$ cat src/mic_pkg.sv
// ----------------------------------------------------------------------------
// mic_pkg - shared types and constants
// Opcodes, function codes, controller commands and datapath status.
// ----------------------------------------------------------------------------
package mic_pkg;

	localparam int DMEM_WORDS = 4096;               // power of two
	localparam int DMEM_AW    = $clog2(DMEM_WORDS);
	localparam int RF_DEPTH   = 32;
	localparam int DIV_STEPS  = 32;

	localparam logic [5:0] OP_RTYPE  = 6'd0;
	localparam logic [5:0] OP_J      = 6'd2;
	localparam logic [5:0] OP_JAL    = 6'd3;
	localparam logic [5:0] OP_BEQ    = 6'd4;
	localparam logic [5:0] OP_BNE    = 6'd5;
	localparam logic [5:0] OP_ADDI   = 6'd8;
	localparam logic [5:0] OP_ADDI_U = 6'd9;
	localparam logic [5:0] OP_SLTI   = 6'd10;
	localparam logic [5:0] OP_SLTI_U = 6'd11;
	localparam logic [5:0] OP_ANDI   = 6'd12;
	localparam logic [5:0] OP_ORI    = 6'd13;
	localparam logic [5:0] OP_LUI    = 6'd15;
	localparam logic [5:0] OP_LW     = 6'd35;
	localparam logic [5:0] OP_LBU    = 6'd36;
	localparam logic [5:0] OP_LHU    = 6'd37;
	localparam logic [5:0] OP_SB     = 6'd40;
	localparam logic [5:0] OP_SH     = 6'd41;
	localparam logic [5:0] OP_SW     = 6'd43;

	localparam logic [5:0] FN_SLL     = 6'd0;
	localparam logic [5:0] FN_SRL     = 6'd2;
	localparam logic [5:0] FN_SRA     = 6'd3;
	localparam logic [5:0] FN_JR      = 6'd8;
	localparam logic [5:0] FN_SYSCALL = 6'd12;
	localparam logic [5:0] FN_MFHI    = 6'd16;
	localparam logic [5:0] FN_MFLO    = 6'd18;
	localparam logic [5:0] FN_MULT    = 6'd24;
	localparam logic [5:0] FN_MULTU   = 6'd25;
	localparam logic [5:0] FN_DIV     = 6'd26;
	localparam logic [5:0] FN_DIVU    = 6'd27;
	localparam logic [5:0] FN_ADD     = 6'd32;
	localparam logic [5:0] FN_ADDU    = 6'd33;
	localparam logic [5:0] FN_SUB     = 6'd34;
	localparam logic [5:0] FN_SUBU    = 6'd35;
	localparam logic [5:0] FN_AND     = 6'd36;
	localparam logic [5:0] FN_OR      = 6'd37;
	localparam logic [5:0] FN_NOR     = 6'd39;
	localparam logic [5:0] FN_SLT     = 6'd42;
	localparam logic [5:0] FN_SLTU    = 6'd43;

	localparam logic [31:0] SYS_PRINT_INT  = 32'd1;
	localparam logic [31:0] SYS_EXIT       = 32'd10;
	localparam logic [31:0] SYS_PRINT_CHAR = 32'd11;
	localparam logic [4:0]  REG_V0         = 5'd2;
	localparam logic [4:0]  REG_A0         = 5'd4;
	localparam logic [4:0]  REG_RA         = 5'd31;

	typedef enum logic [1:0] {
		EV_NONE  = 2'd0,
		EV_INT   = 2'd1,
		EV_CHAR  = 2'd2,
		EV_HALT  = 2'd3
	} event_t;

	typedef enum logic [1:0] {
		K_PLAIN = 2'd0,
		K_MEM   = 2'd1,
		K_MUL   = 2'd2,
		K_DIV   = 2'd3
	} kind_t;

	typedef struct packed {
		logic clr;       // clearing pass step
		logic accept;    // instruction transaction taken
		logic halt_out;  // input ignored after halt
		logic latch_ops; // capture register operands
		logic exec;      // decode and commit simple ops
		logic mem_fin;   // finish load or store
		logic mul_fin;   // write product to HI/LO
		logic div_step;  // one divider iteration
		logic div_fin;   // write quotient and remainder
		logic cfg_wr;    // boot address write
	} cmd_t;

	typedef struct packed {
		kind_t kind;
		logic  halted;
		logic  clr_last;
		logic  div_done;
	} stat_t;

endpackage

$ cat src/mic_ctrl.sv
// ----------------------------------------------------------------------------
// mic_ctrl - sequencing state machine
// Steps each instruction through read, execute and the multicycle paths.
// ----------------------------------------------------------------------------
module mic_ctrl
	import mic_pkg::*;
(
	input  logic  clk,
	input  logic  arst_n,
	input  logic  s_tvalid,
	output logic  s_tready,
	output logic  m_tvalid,
	input  logic  m_tready,
	input  logic  cfg_valid,
	output logic  cfg_ready,
	input  stat_t stat,
	output cmd_t  cmd
);

	typedef enum logic [7:0] {
		S_CLR  = 8'b0000_0001,
		S_IDLE = 8'b0000_0010,
		S_READ = 8'b0000_0100,
		S_EXEC = 8'b0000_1000,
		S_MEM  = 8'b0001_0000,
		S_MUL  = 8'b0010_0000,
		S_DIV  = 8'b0100_0000,
		S_DONE = 8'b1000_0000
	} state_t;

	state_t state_q, state_nx;

	assign s_tready  = (state_q == S_IDLE);
	assign cfg_ready = (state_q == S_IDLE);
	assign m_tvalid  = (state_q == S_DONE);

	always_comb begin
		state_nx = state_q;
		cmd      = '0;
		case (state_q)
			S_CLR: begin
				cmd.clr = 1'b1;
				if (stat.clr_last) state_nx = S_IDLE;
			end
			S_IDLE: begin
				cmd.cfg_wr = cfg_valid;
				if (s_tvalid) begin
					cmd.accept   = 1'b1;
					cmd.halt_out = stat.halted;
					state_nx     = stat.halted ? S_DONE : S_READ;
				end
			end
			S_READ: begin
				cmd.latch_ops = 1'b1;
				state_nx      = S_EXEC;
			end
			S_EXEC: begin
				cmd.exec = 1'b1;
				case (stat.kind)
					K_MEM:   state_nx = S_MEM;
					K_MUL:   state_nx = S_MUL;
					K_DIV:   state_nx = S_DIV;
					default: state_nx = S_DONE;
				endcase
			end
			S_MEM: begin
				cmd.mem_fin = 1'b1;
				state_nx    = S_DONE;
			end
			S_MUL: begin
				cmd.mul_fin = 1'b1;
				state_nx    = S_DONE;
			end
			S_DIV: begin
				if (stat.div_done) begin
					cmd.div_fin = 1'b1;
					state_nx    = S_DONE;
				end else begin
					cmd.div_step = 1'b1;
				end
			end
			S_DONE: begin
				if (m_tready) state_nx = S_IDLE;
			end
			default: state_nx = S_IDLE;
		endcase
	end

	always_ff @(posedge clk or negedge arst_n) begin
		if (!arst_n) begin
			state_q <= S_CLR;
		end else begin
			state_q <= state_nx;
		end
	end

endmodule

$ cat config.mk
export PLATFORM = sky130hd
export DESIGN_NAME = mic_ctrl
export DESIGN_NICKNAME = d
export VERILOG_FILES = /design/src/mic_pkg.sv /design/src/mic_ctrl.sv
export SDC_FILE = /design/constraint.sdc
export NUM_CORES = 1
export LEC_CHECK = 0
export ABC_AREA = 1
export BUFFER_PORTS_ARGS = -buffer_cell sky130_fd_sc_hd__buf_2
export CAP_MARGIN = 40
export CORE_UTILIZATION = 47
export DETAILED_ROUTE_END_ITERATION = 16
export PLACE_DENSITY_LB_ADDON = 0.2
export RECOVER_POWER = 100
export SLEW_MARGIN = 20
export SYNTH_ARGS = -nofsm -noshare
export SYNTH_HDL_FRONTEND = slang
export SYNTH_SLANG_ARGS = --single-unit
$ cat constraint.sdc
create_clock -name clk -period 1.46 [get_ports clk]
set_clock_uncertainty 0.15 [all_clocks]
set_input_delay 0.219 -clock clk [delete_from_list [all_inputs] [get_ports clk]]
set_output_delay 0.219 -clock clk [all_outputs]
set_load 0.03 [all_outputs]
==> results.sh, run 1 <==
export IMPL_outcome="finished with violations"
export IMPL_violations="setup timing"
export IMPL_vias=808
export IMPL_totalWireLength_mm=2.54
export IMPL_syn2layout_area_growth_pct=80.2
export IMPL_finalSetupViolations=18
export IMPL_synth_seq_cells=8
export IMPL_clk_pin_slew_ns=0.07
export IMPL_pin_count=23
export IMPL_slew_violations=0
export IMPL_drtAntennaViolNets=0
export IMPL_synth_xor_xnor_area_share_pct=0
export IMPL_drive_gt1_share_pct=64.1
export IMPL_grt_use_met3_pct=3.41
export IMPL_worstPathMaxFanout=5
export IMPL_cp_required_ns=1.09
export IMPL_grtUsageMet1_pct=30.3
export IMPL_synth_nets=103
export IMPL_io_buffers=22
export IMPL_endpoint_kind="output port"
export IMPL_fp_dieH_um=39.4
export IMPL_synth_compound_area_share_pct=1.14
export IMPL_worstMarginPinSlew_ns=0.416
export IMPL_layout_commonest_cell="buf_4"
export IMPL_initial_core_util_pct=50.6
export IMPL_synthSimpleGateAreaFrac_pct=53.2
export IMPL_ir_drop_mv=1.65
export IMPL_placed_cell_area_um2=815
export IMPL_maxCapViolCount=0
export IMPL_finalPower_mw=1.98
export IMPL_regMostFlops="state_q"
export IMPL_hold_viol_final=0
export IMPL_syn_inst=93
export IMPL_nFillCells=53
export IMPL_synth_top_family_by_area="simple AND/OR/NAND/NOR gates"
export IMPL_clock_path_buffers=2
export IMPL_dieArea_um2=1550
export IMPL_top_regs="state_q (8)"
export IMPL_setup_worst_path_start_class="flop"
export IMPL_firstDrtPassIters=5
export IMPL_diodes=0
export IMPL_cts_root_buffer="clkbuf_4"
export IMPL_synth_cell_types=21
export IMPL_final_cell_mix="19 x buf_4, 15 x buf_6, 12 x nand2_1, 12 x inv_1, 10 x inv_2"
export IMPL_fin_nets=153
export IMPL_design_area_um2=1190
export IMPL_worst_slack_ns=-0.319
export IMPL_grt_overflow=0
export IMPL_postSynthAreaPerCell_um2=7.08
export IMPL_max_freq_mhz=562
export IMPL_cts_sinks=8
export IMPL_h_tree_depth=1
export IMPL_regArea_um2=203
export IMPL_netlist_area_um2=658
export IMPL_rsz0062_at_grt="yes"
export IMPL_cts_made_buffers=3
export IMPL_cts_tree="built"
export IMPL_antenna_found_initial=0
export IMPL_num_rows=13
export IMPL_met2_usage_pct=49.2
export IMPL_top_usage_layer="met2"
export IMPL_p_leak_nw=0.660
export IMPL_fin_crit_sh_pct=122
export IMPL_place_congestion=0.776
export IMPL_largest_reg_flops=8
export IMPL_yosys_warnings=0
export IMPL_coreArea_um2=1300
export IMPL_viasPerCell=5.15
export IMPL_drt_iter0_drc=20
export IMPL_grt_max_degree=9
export IMPL_dp_hpwl_mm=1.14
export IMPL_grt_pass1_wl_mm=2.77
export IMPL_muxShareOfSynthArea_pct=0
export IMPL_wl_per_cell_um=16.2
export IMPL_track_usage_pct=27.5
export IMPL_grt_pass1_vias=674
export IMPL_fin_crit_ns=1.78
export IMPL_min_path_type="in2reg"
export IMPL_worstSetupPathType="reg2out"
export IMPL_powerDensity_nw_per_um2=1670
export IMPL_yosys_area_share_adder_pct=0
export IMPL_die_x_um=39.4
export IMPL_seq_area_frac_synth_pct=30.6
export IMPL_multi_input_area_um2=462
export IMPL_maxSlewHeadroom_pct=72.3
export IMPL_drc=0
export IMPL_arrival_ns=1.41
export IMPL_clock_latency_ns=0.26
## Yosys cell counts
cell / instances / area [um2]
nand3_1: 6 / 30.0
dfrtp_1: 7 / 175
nor2_1: 14 / 52.6
clkinv_4: 1 / 8.76
nand2_2: 5 / 31.3
nand3_2: 1 / 10.0
o31ai_1: 1 / 7.51
nor3_1: 4 / 20.0
nor2_2: 4 / 25.0
inv_1: 17 / 63.8
dfstp_2: 1 / 26.3
nor3_2: 1 / 10.0
buf_4: 1 / 7.51
nor2_4: 2 / 22.5
nor2_8: 1 / 20.0
inv_2: 5 / 18.8
nand2_1: 14 / 52.6
nand3b_2: 1 / 11.3
nand3b_1: 1 / 7.51
nand2_4: 4 / 45.0
nand4_1: 2 / 12.5
## critical path, stage by stage (launching register included)
cell and delay, ns:
dfrtp_1 0.41, inv_2 0.10, nand2_4 0.09, nor2_8 0.16, nand2_4 0.10, nor3_4 0.14
buf_6 0.15
## cell families (layout without fill, tap and decap cells)
family | count (synthesis) | count (layout)
buffers and inverters | 24 | 73
DFF | 8 | 8
and+or+nand+nor | 60 | 60
AOI/OAI and AO/OA | 1 | 1
## where the power goes
| part | switching, mW | internal (mW) |
|---|---|---|
| sequential | 0.0575 | 0.269 |
| combinational | 0.876 | 0.590 |
| clock | 0.0826 | 0.105 |
| total | 1.02 | 0.964 |
## per-stage QoR
stage / utilization, % / cells / worst slack [ns] / setup TNS [ns] / hold slack, ns
2_1_floorplan: - / 93 / -0.0683 / -0.188 / -0.227
3_3_place_gp: 62.6 / 132 / -0.0251 / -0.0317 / -0.0836
3_5_place_dp: 62.6 / 132 / -0.0410 / -0.0699 / -0.0831
4_1_cts: 83.1 / 150 / -0.242 / -2.57 / 0.0840
5_1_grt: 91.2 / 157 / -0.362 / -4.89 / 0.109
6_report: 91.2 / 157 / -0.319 / -4.16 / 0.0916
## layer usage
| layer | up-vias | routed length [um] |
|---|---|---|
| li1 | 375 | - |
| met1 | 374 | 966 |
| met2 | 49 | 1390 |
| met3 | 10 | 106 |
| met4 | 0 | 72 |
| met5 | - | 0 |
## final timing paths
kind,slack (ns),end,startpoint,depth (start not counted)
worst max-delay path,-0.32,cmd[7],state_q[4],6
worst min-delay path,0.09,state_q[7],m_tready,3
worst max register to register,-0.29,state_q[7],state_q[4],11
worst min register to register,0.68,state_q[7],state_q[7],4
max in group asynchronous,0.57,state_q[0],arst_n,2
min in group asynchronous,0.25,state_q[4],arst_n,2
## timing repair
item	4_1_cts	5_1_grt
pin swaps	10	6
resized for setup	40	15
buffers inserted	11	7
endpoints found under the hold margin	10	0
hold buffers	3	0
setup endpoints to repair	15	18
## cell type report
type	count	area share (%)
multi-input combinational	61	38.9
timing repair buffer	46	32.5
sequential	8	17.1
inverter	23	7.70
clock buffer	4	2.22
tap	15	1.58
Power figures use the tool's default switching activity.
==> inputs of run 2 (changes only) <==
Settings changed: BUFFER_PORTS_ARGS -buffer_cell sky130_fd_sc_hd__buf_2 to -buffer_cell sky130_fd_sc_hd__clkbuf_2.
==> results.sh, run 2 (same netlist as run 1, synthesis figures left out) <==
export IMPL_outcome="finished with violations"
export IMPL_violations="setup timing"
export IMPL_cts_sinks=8
export IMPL_firstDrtPassIters=5
export IMPL_crit_end="cmd[0]"
export IMPL_cp_required_ns=1.09
export IMPL_reg2reg_to="state_q[6]"
export IMPL_min_path_type="in2reg"
export IMPL_fin_util_pct=86.1
export IMPL_max_freq_mhz=561
export IMPL_clk_pin_slew_ns=0.06
export IMPL_endpoint_kind="output port"
export IMPL_maxSlewHeadroom_pct=71.5
export IMPL_switching_share_pct=49.7
export IMPL_fin_crit_ns=1.78
export IMPL_cp_top_family="simple AND/OR/NAND/NOR gates"
export IMPL_met2_usage_pct=51.2
export IMPL_slew_violations=0
export IMPL_track_usage_pct=28.5
export IMPL_viasPerCell=5.19
export IMPL_worst_slack_ns=-0.323
export IMPL_dp_cells=135
export IMPL_arrival_ns=1.41
export IMPL_totalWireLength_mm=2.10
export IMPL_finalSetupTns_ns=-4.04
export IMPL_drive_gt1_share_pct=62.0
export IMPL_die_x_um=39.4
export IMPL_pin_count=23
export IMPL_rsz0062_at_grt="yes"
export IMPL_grt_max_degree=9
export IMPL_worstMarginPinSlew_ns=0.428
export IMPL_rr_worst_depth=8
export IMPL_grt_use_met3_pct=4.55
export IMPL_timing_rr_start="state_q[6]"
export IMPL_wl_per_cell_um=13.8
export IMPL_fin_nets=148
export IMPL_final_cell_mix="17 x buf_4, 13 x inv_1, 12 x nand2_1"
export IMPL_crit_cells=6
export IMPL_critPathMaxStageDelay_ns=0.41
export IMPL_syn2layout_area_growth_pct=70.2
export IMPL_seqPwrFrac_pct=16.7
export IMPL_diodes=0
export IMPL_cts_root_buffer="clkbuf_4"
export IMPL_maxCapViolCount=0
export IMPL_dp_hpwl_mm=1.21
export IMPL_p_leak_nw=0.618
export IMPL_place_congestion=0.853
export IMPL_coreArea_um2=1300
export IMPL_antenna_found_initial=0
export IMPL_worstPathMaxFanout=5
export IMPL_drtAntennaViolNets=0
export IMPL_initial_core_util_pct=50.6
export IMPL_clock_latency_ns=0.26
export IMPL_grt_pass1_vias=720
export IMPL_fp_dieH_um=39.4
export IMPL_powerDensity_nw_per_um2=1670
export IMPL_path_cells="inv_2 > nand2_2 > nor2_4 > nand2_4 > nor2_2 > buf_6"
export IMPL_dieArea_um2=1550
export IMPL_io_buffers=22
export IMPL_ir_drop_mv=1.84
export IMPL_netSwitchingPower_mw=0.932
export IMPL_finalSetupViolations=19
export IMPL_whs_ns=0.118
export IMPL_power_frac_clock_pct=10.0
export IMPL_h_tree_depth=1
export IMPL_num_rows=13
export IMPL_layout_commonest_cell="buf_4"
export IMPL_drc=0
export IMPL_design_area_um2=1120
export IMPL_setup_worst_path_start_class="flop"
export IMPL_fin_crit_sh_pct=122
export IMPL_grtUsageMet1_pct=30.3
export IMPL_r2r_slack_ns=-0.15
export IMPL_place_ws_ns=-0.0313
export IMPL_clock_path_buffers=2
export IMPL_vias=789
export IMPL_regMostFlops="state_q"
export IMPL_grt_overflow=0
export IMPL_finalPower_mw=1.88
export IMPL_worstSetupPathType="reg2out"
export IMPL_slowest_stage="dfrtp_1"
export IMPL_grt_pass1_wl_mm=2.84
export IMPL_combPwrFrac_pct=73.2
export IMPL_placed_cell_area_um2=837
export IMPL_critPathBufInv=2
export IMPL_drt_iter0_drc=25
export IMPL_hold_viol_final=0
export IMPL_startpoint="state_q[2]"
export IMPL_cts_tree="built"
export IMPL_top_regs="state_q (8)"
export IMPL_cts_made_buffers=3
export IMPL_largest_reg_flops=8
export IMPL_layout_cells_non_filler=152
export IMPL_top_usage_layer="met2"
export IMPL_power_internal_mw=0.943
[run 2: what timing repair did]
action	in CTS	in global routing
setup buffers	5	5
endpoints found under the hold margin	10	0
endpoints found under the setup margin	15	19
hold buffers	3	0
pin swaps	6	6
gates resized for setup	27	20
[run 2: worst min-delay path: cells and delay by family]
kind | cells | cell delay, ns
and+or+nand+nor | 1 | 0.16
buffers and inverters | 2 | 0.14
[run 2: how the worst min path moves through the flow]
| stage | startpoint | end | slack [ns] | depth (start not counted) |
|---|---|---|---|---|
| 4_1_cts | stat[1] | state_q[0] | 0.08 | 3 |
| 3_3_place_gp | arst_n | state_q[7] | -0.08 | 1 |
| 2_1_floorplan | arst_n | state_q[1] | -0.23 | 0 |
| 5_1_grt | stat[1] | state_q[0] | 0.13 | 3 |
| 3_5_place_dp | arst_n | state_q[7] | -0.08 | 1 |
| 6_report | stat[1] | state_q[0] | 0.12 | 3 |
[run 2: power by group through the flow]
stage	clock network, mW	registers, mW	logic (mW)
6_report	0.188	0.314	1.37
5_1_grt	0.195	0.317	1.44
4_1_cts	0.186	0.306	1.15
3_5_place_dp	0	0.307	0.971
3_3_place_gp	0	0.306	0.954
2_1_floorplan	0	0.301	0.771
[run 2: final cells by class]
| cell class | count | area, um2 |
|---|---|---|
| sequential | 8 | 201 |
| multi-input combinational | 61 | 432 |
| timing repair buffer | 41 | 350 |
| fill | 71 | 181 |
| tap | 15 | 18.8 |
| inverter | 23 | 91.3 |
| clock buffer | 4 | 26.3 |
[run 2: per-layer routing]
layer | vias up | share of wire, %
met5 | - | 0
met4 | 0 | 2.4
met3 | 7 | 6.7
met2 | 50 | 54
met1 | 362 | 37
li1 | 370 | -
==> inputs of run 3 (changes only) <==
Settings changed: TNS_END_PERCENT from default to 30.
==> results.sh, run 3 (same netlist as run 1, synthesis figures left out) <==
export IMPL_drt_iter0_drc=16
export IMPL_grt_max_degree=9
export IMPL_h_tree_depth=1
export IMPL_grt_pass1_vias=569
export IMPL_layout_cells_non_filler=145
export IMPL_fin_util_pct=78.0
export IMPL_viasPerCell=4.72
export IMPL_clock_path_buffers=2
export IMPL_vias=685
export IMPL_clk_pin_slew_ns=0.06
export IMPL_drc=0
export IMPL_die_x_um=39.4
export IMPL_coreArea_um2=1300
export IMPL_slew_violations=0
export IMPL_cts_made_buffers=3
export IMPL_finalPower_mw=1.68
export IMPL_antenna_found_initial=0
export IMPL_worstSetupPathType="reg2out"
export IMPL_dp_cells=135
export IMPL_pin_count=23
export IMPL_grt_pass1_wl_mm=2.20
export IMPL_met2_length_um=916
export IMPL_top_regs="state_q (8)"
export IMPL_cts_tree="built"
export IMPL_num_rows=13
export IMPL_wl_met1_um=623
export IMPL_hold_viol_final=0
export IMPL_maxUsedRoutingLayer="met3"
export IMPL_place_congestion=0.795
export IMPL_powerDensity_nw_per_um2=1660
export IMPL_wl_per_cell_um=11.1
export IMPL_fin_crit_sh_pct=119
export IMPL_largest_reg_flops=8
export IMPL_nFillCells=95
export IMPL_drtAntennaViolNets=0
export IMPL_diodes=0
export IMPL_endpoint_kind="output port"
export IMPL_outcome="finished with violations"
export IMPL_fin_crit_ns=1.73
export IMPL_cp_required_ns=1.09
export IMPL_dieArea_um2=1550
export IMPL_dp_hpwl_mm=1.18
export IMPL_violations="setup timing"
export IMPL_max_freq_mhz=577
export IMPL_clock_latency_ns=0.25
export IMPL_ir_drop_mv=1.19
export IMPL_maxSlewHeadroom_pct=73.1
export IMPL_worst_slack_ns=-0.273
export IMPL_fin_nets=141
export IMPL_drive_gt1_share_pct=53.8
export IMPL_final_cell_mix="15 x buf_4, 14 x inv_1, 13 x nand2_1"
export IMPL_finalSetupViolations=16
export IMPL_worstPathMaxFanout=6
export IMPL_io_buffers=22
export IMPL_cts_sinks=8
export IMPL_initial_core_util_pct=50.6
export IMPL_totalWireLength_mm=1.61
export IMPL_min_path_type="in2reg"
export IMPL_met3_wirelength_um=67
export IMPL_arrival_ns=1.36
export IMPL_p_leak_nw=0.570
export IMPL_worstMarginPinSlew_ns=0.403
export IMPL_rsz0062_at_grt="yes"
export IMPL_fp_dieH_um=39.4
export IMPL_syn2layout_area_growth_pct=54.2
export IMPL_finalSetupTns_ns=-3.36
export IMPL_setup_worst_path_start_class="flop"
export IMPL_cts_root_buffer="clkbuf_4"
export IMPL_maxCapViolCount=0
export IMPL_layout_commonest_cell="buf_4"
export IMPL_grt_overflow=0
export IMPL_track_usage_pct=21.6
export IMPL_regMostFlops="state_q"
export IMPL_firstDrtPassIters=4
## run 3: cell types whose count changed in the layout (fill, tap and decap cells not counted), moves of 2 or more
cell           delta
nor2_1            +5
nor2_2            -5
buf_6             -3
buf_4             -2
clkbuf_4          +2
clkbuf_8          -2
dlygate4sd3_1     -2
nor3_1            +2
nor3_2            -2
## run 3: per-stage QoR
step           setup WS (ns)  hold slack, ns  cell area, um2
6_report              -0.273          0.0127            1010
5_1_grt               -0.328          0.0102            1010
4_1_cts               -0.279         0.00504             978
3_5_place_dp         -0.0571         -0.0797             835
3_3_place_gp         -0.0297         -0.0807             835
2_1_floorplan        -0.0850          -0.227             668
## run 3: layout make-up
class / count / area [um2] / share of cell area, %
multi-input cells: 61 / 397 / 39.1
inverters: 23 / 91.3 / 9.00
well taps: 15 / 18.8 / 1.85
repair buffers: 34 / 279 / 27.5
flip-flops and latches: 8 / 203 / 20.0
clock buffers: 4 / 26.3 / 2.59
## run 3: worst max-delay path, cell delays in order, from the launching register on
cell	delay (ns)
dfrtp_1	0.41
inv_2	0.09
nand2_4	0.07
nor2_8	0.16
nand2_4	0.09
nor3_4	0.12
clkbuf_8	0.18
## run 3: routing by layer
metal / vias to the layer above / track usage, %
met3: 0 / 3.41
met5: - / 0
li1: 354 / -
met4: 0 / 10.3
met1: 306 / 22.1
met2: 25 / 41.4
## run 3: power by group
part | leakage [nW] | total (mW) | internal, mW | switching, mW
registers | 0.102 | 0.327 | 0.268 | 0.0586
clock network | 0.0150 | 0.179 | 0.105 | 0.0749
logic | 0.452 | 1.18 | 0.483 | 0.696
## run 3: timing repair
item / CTS / global route
endpoints found under the setup margin: 15 / 16
pin swaps: 6 / 3
hold endpoints to repair: 8 / 0
resized for setup: 23 / 13
setup buffers: 3 / 2
hold buffers: 1 / 0
## run 3: path summary, 6_finish.rpt
| kind | cells past startpoint | start | end | slack [ns] |
|---|---|---|---|---|
| setup / recovery | 6 | state_q[6] | cmd[7] | -0.27 |
| hold / removal | 2 | stat[3] | state_q[5] | 0.01 |
| setup reg to reg | 11 | state_q[6] | state_q[1] | -0.21 |
| hold reg to reg | 4 | state_q[0] | state_q[0] | 0.55 |
| max in group asynchronous | 2 | arst_n | state_q[0] | 0.59 |
| min in group asynchronous | 2 | arst_n | state_q[7] | 0.25 |
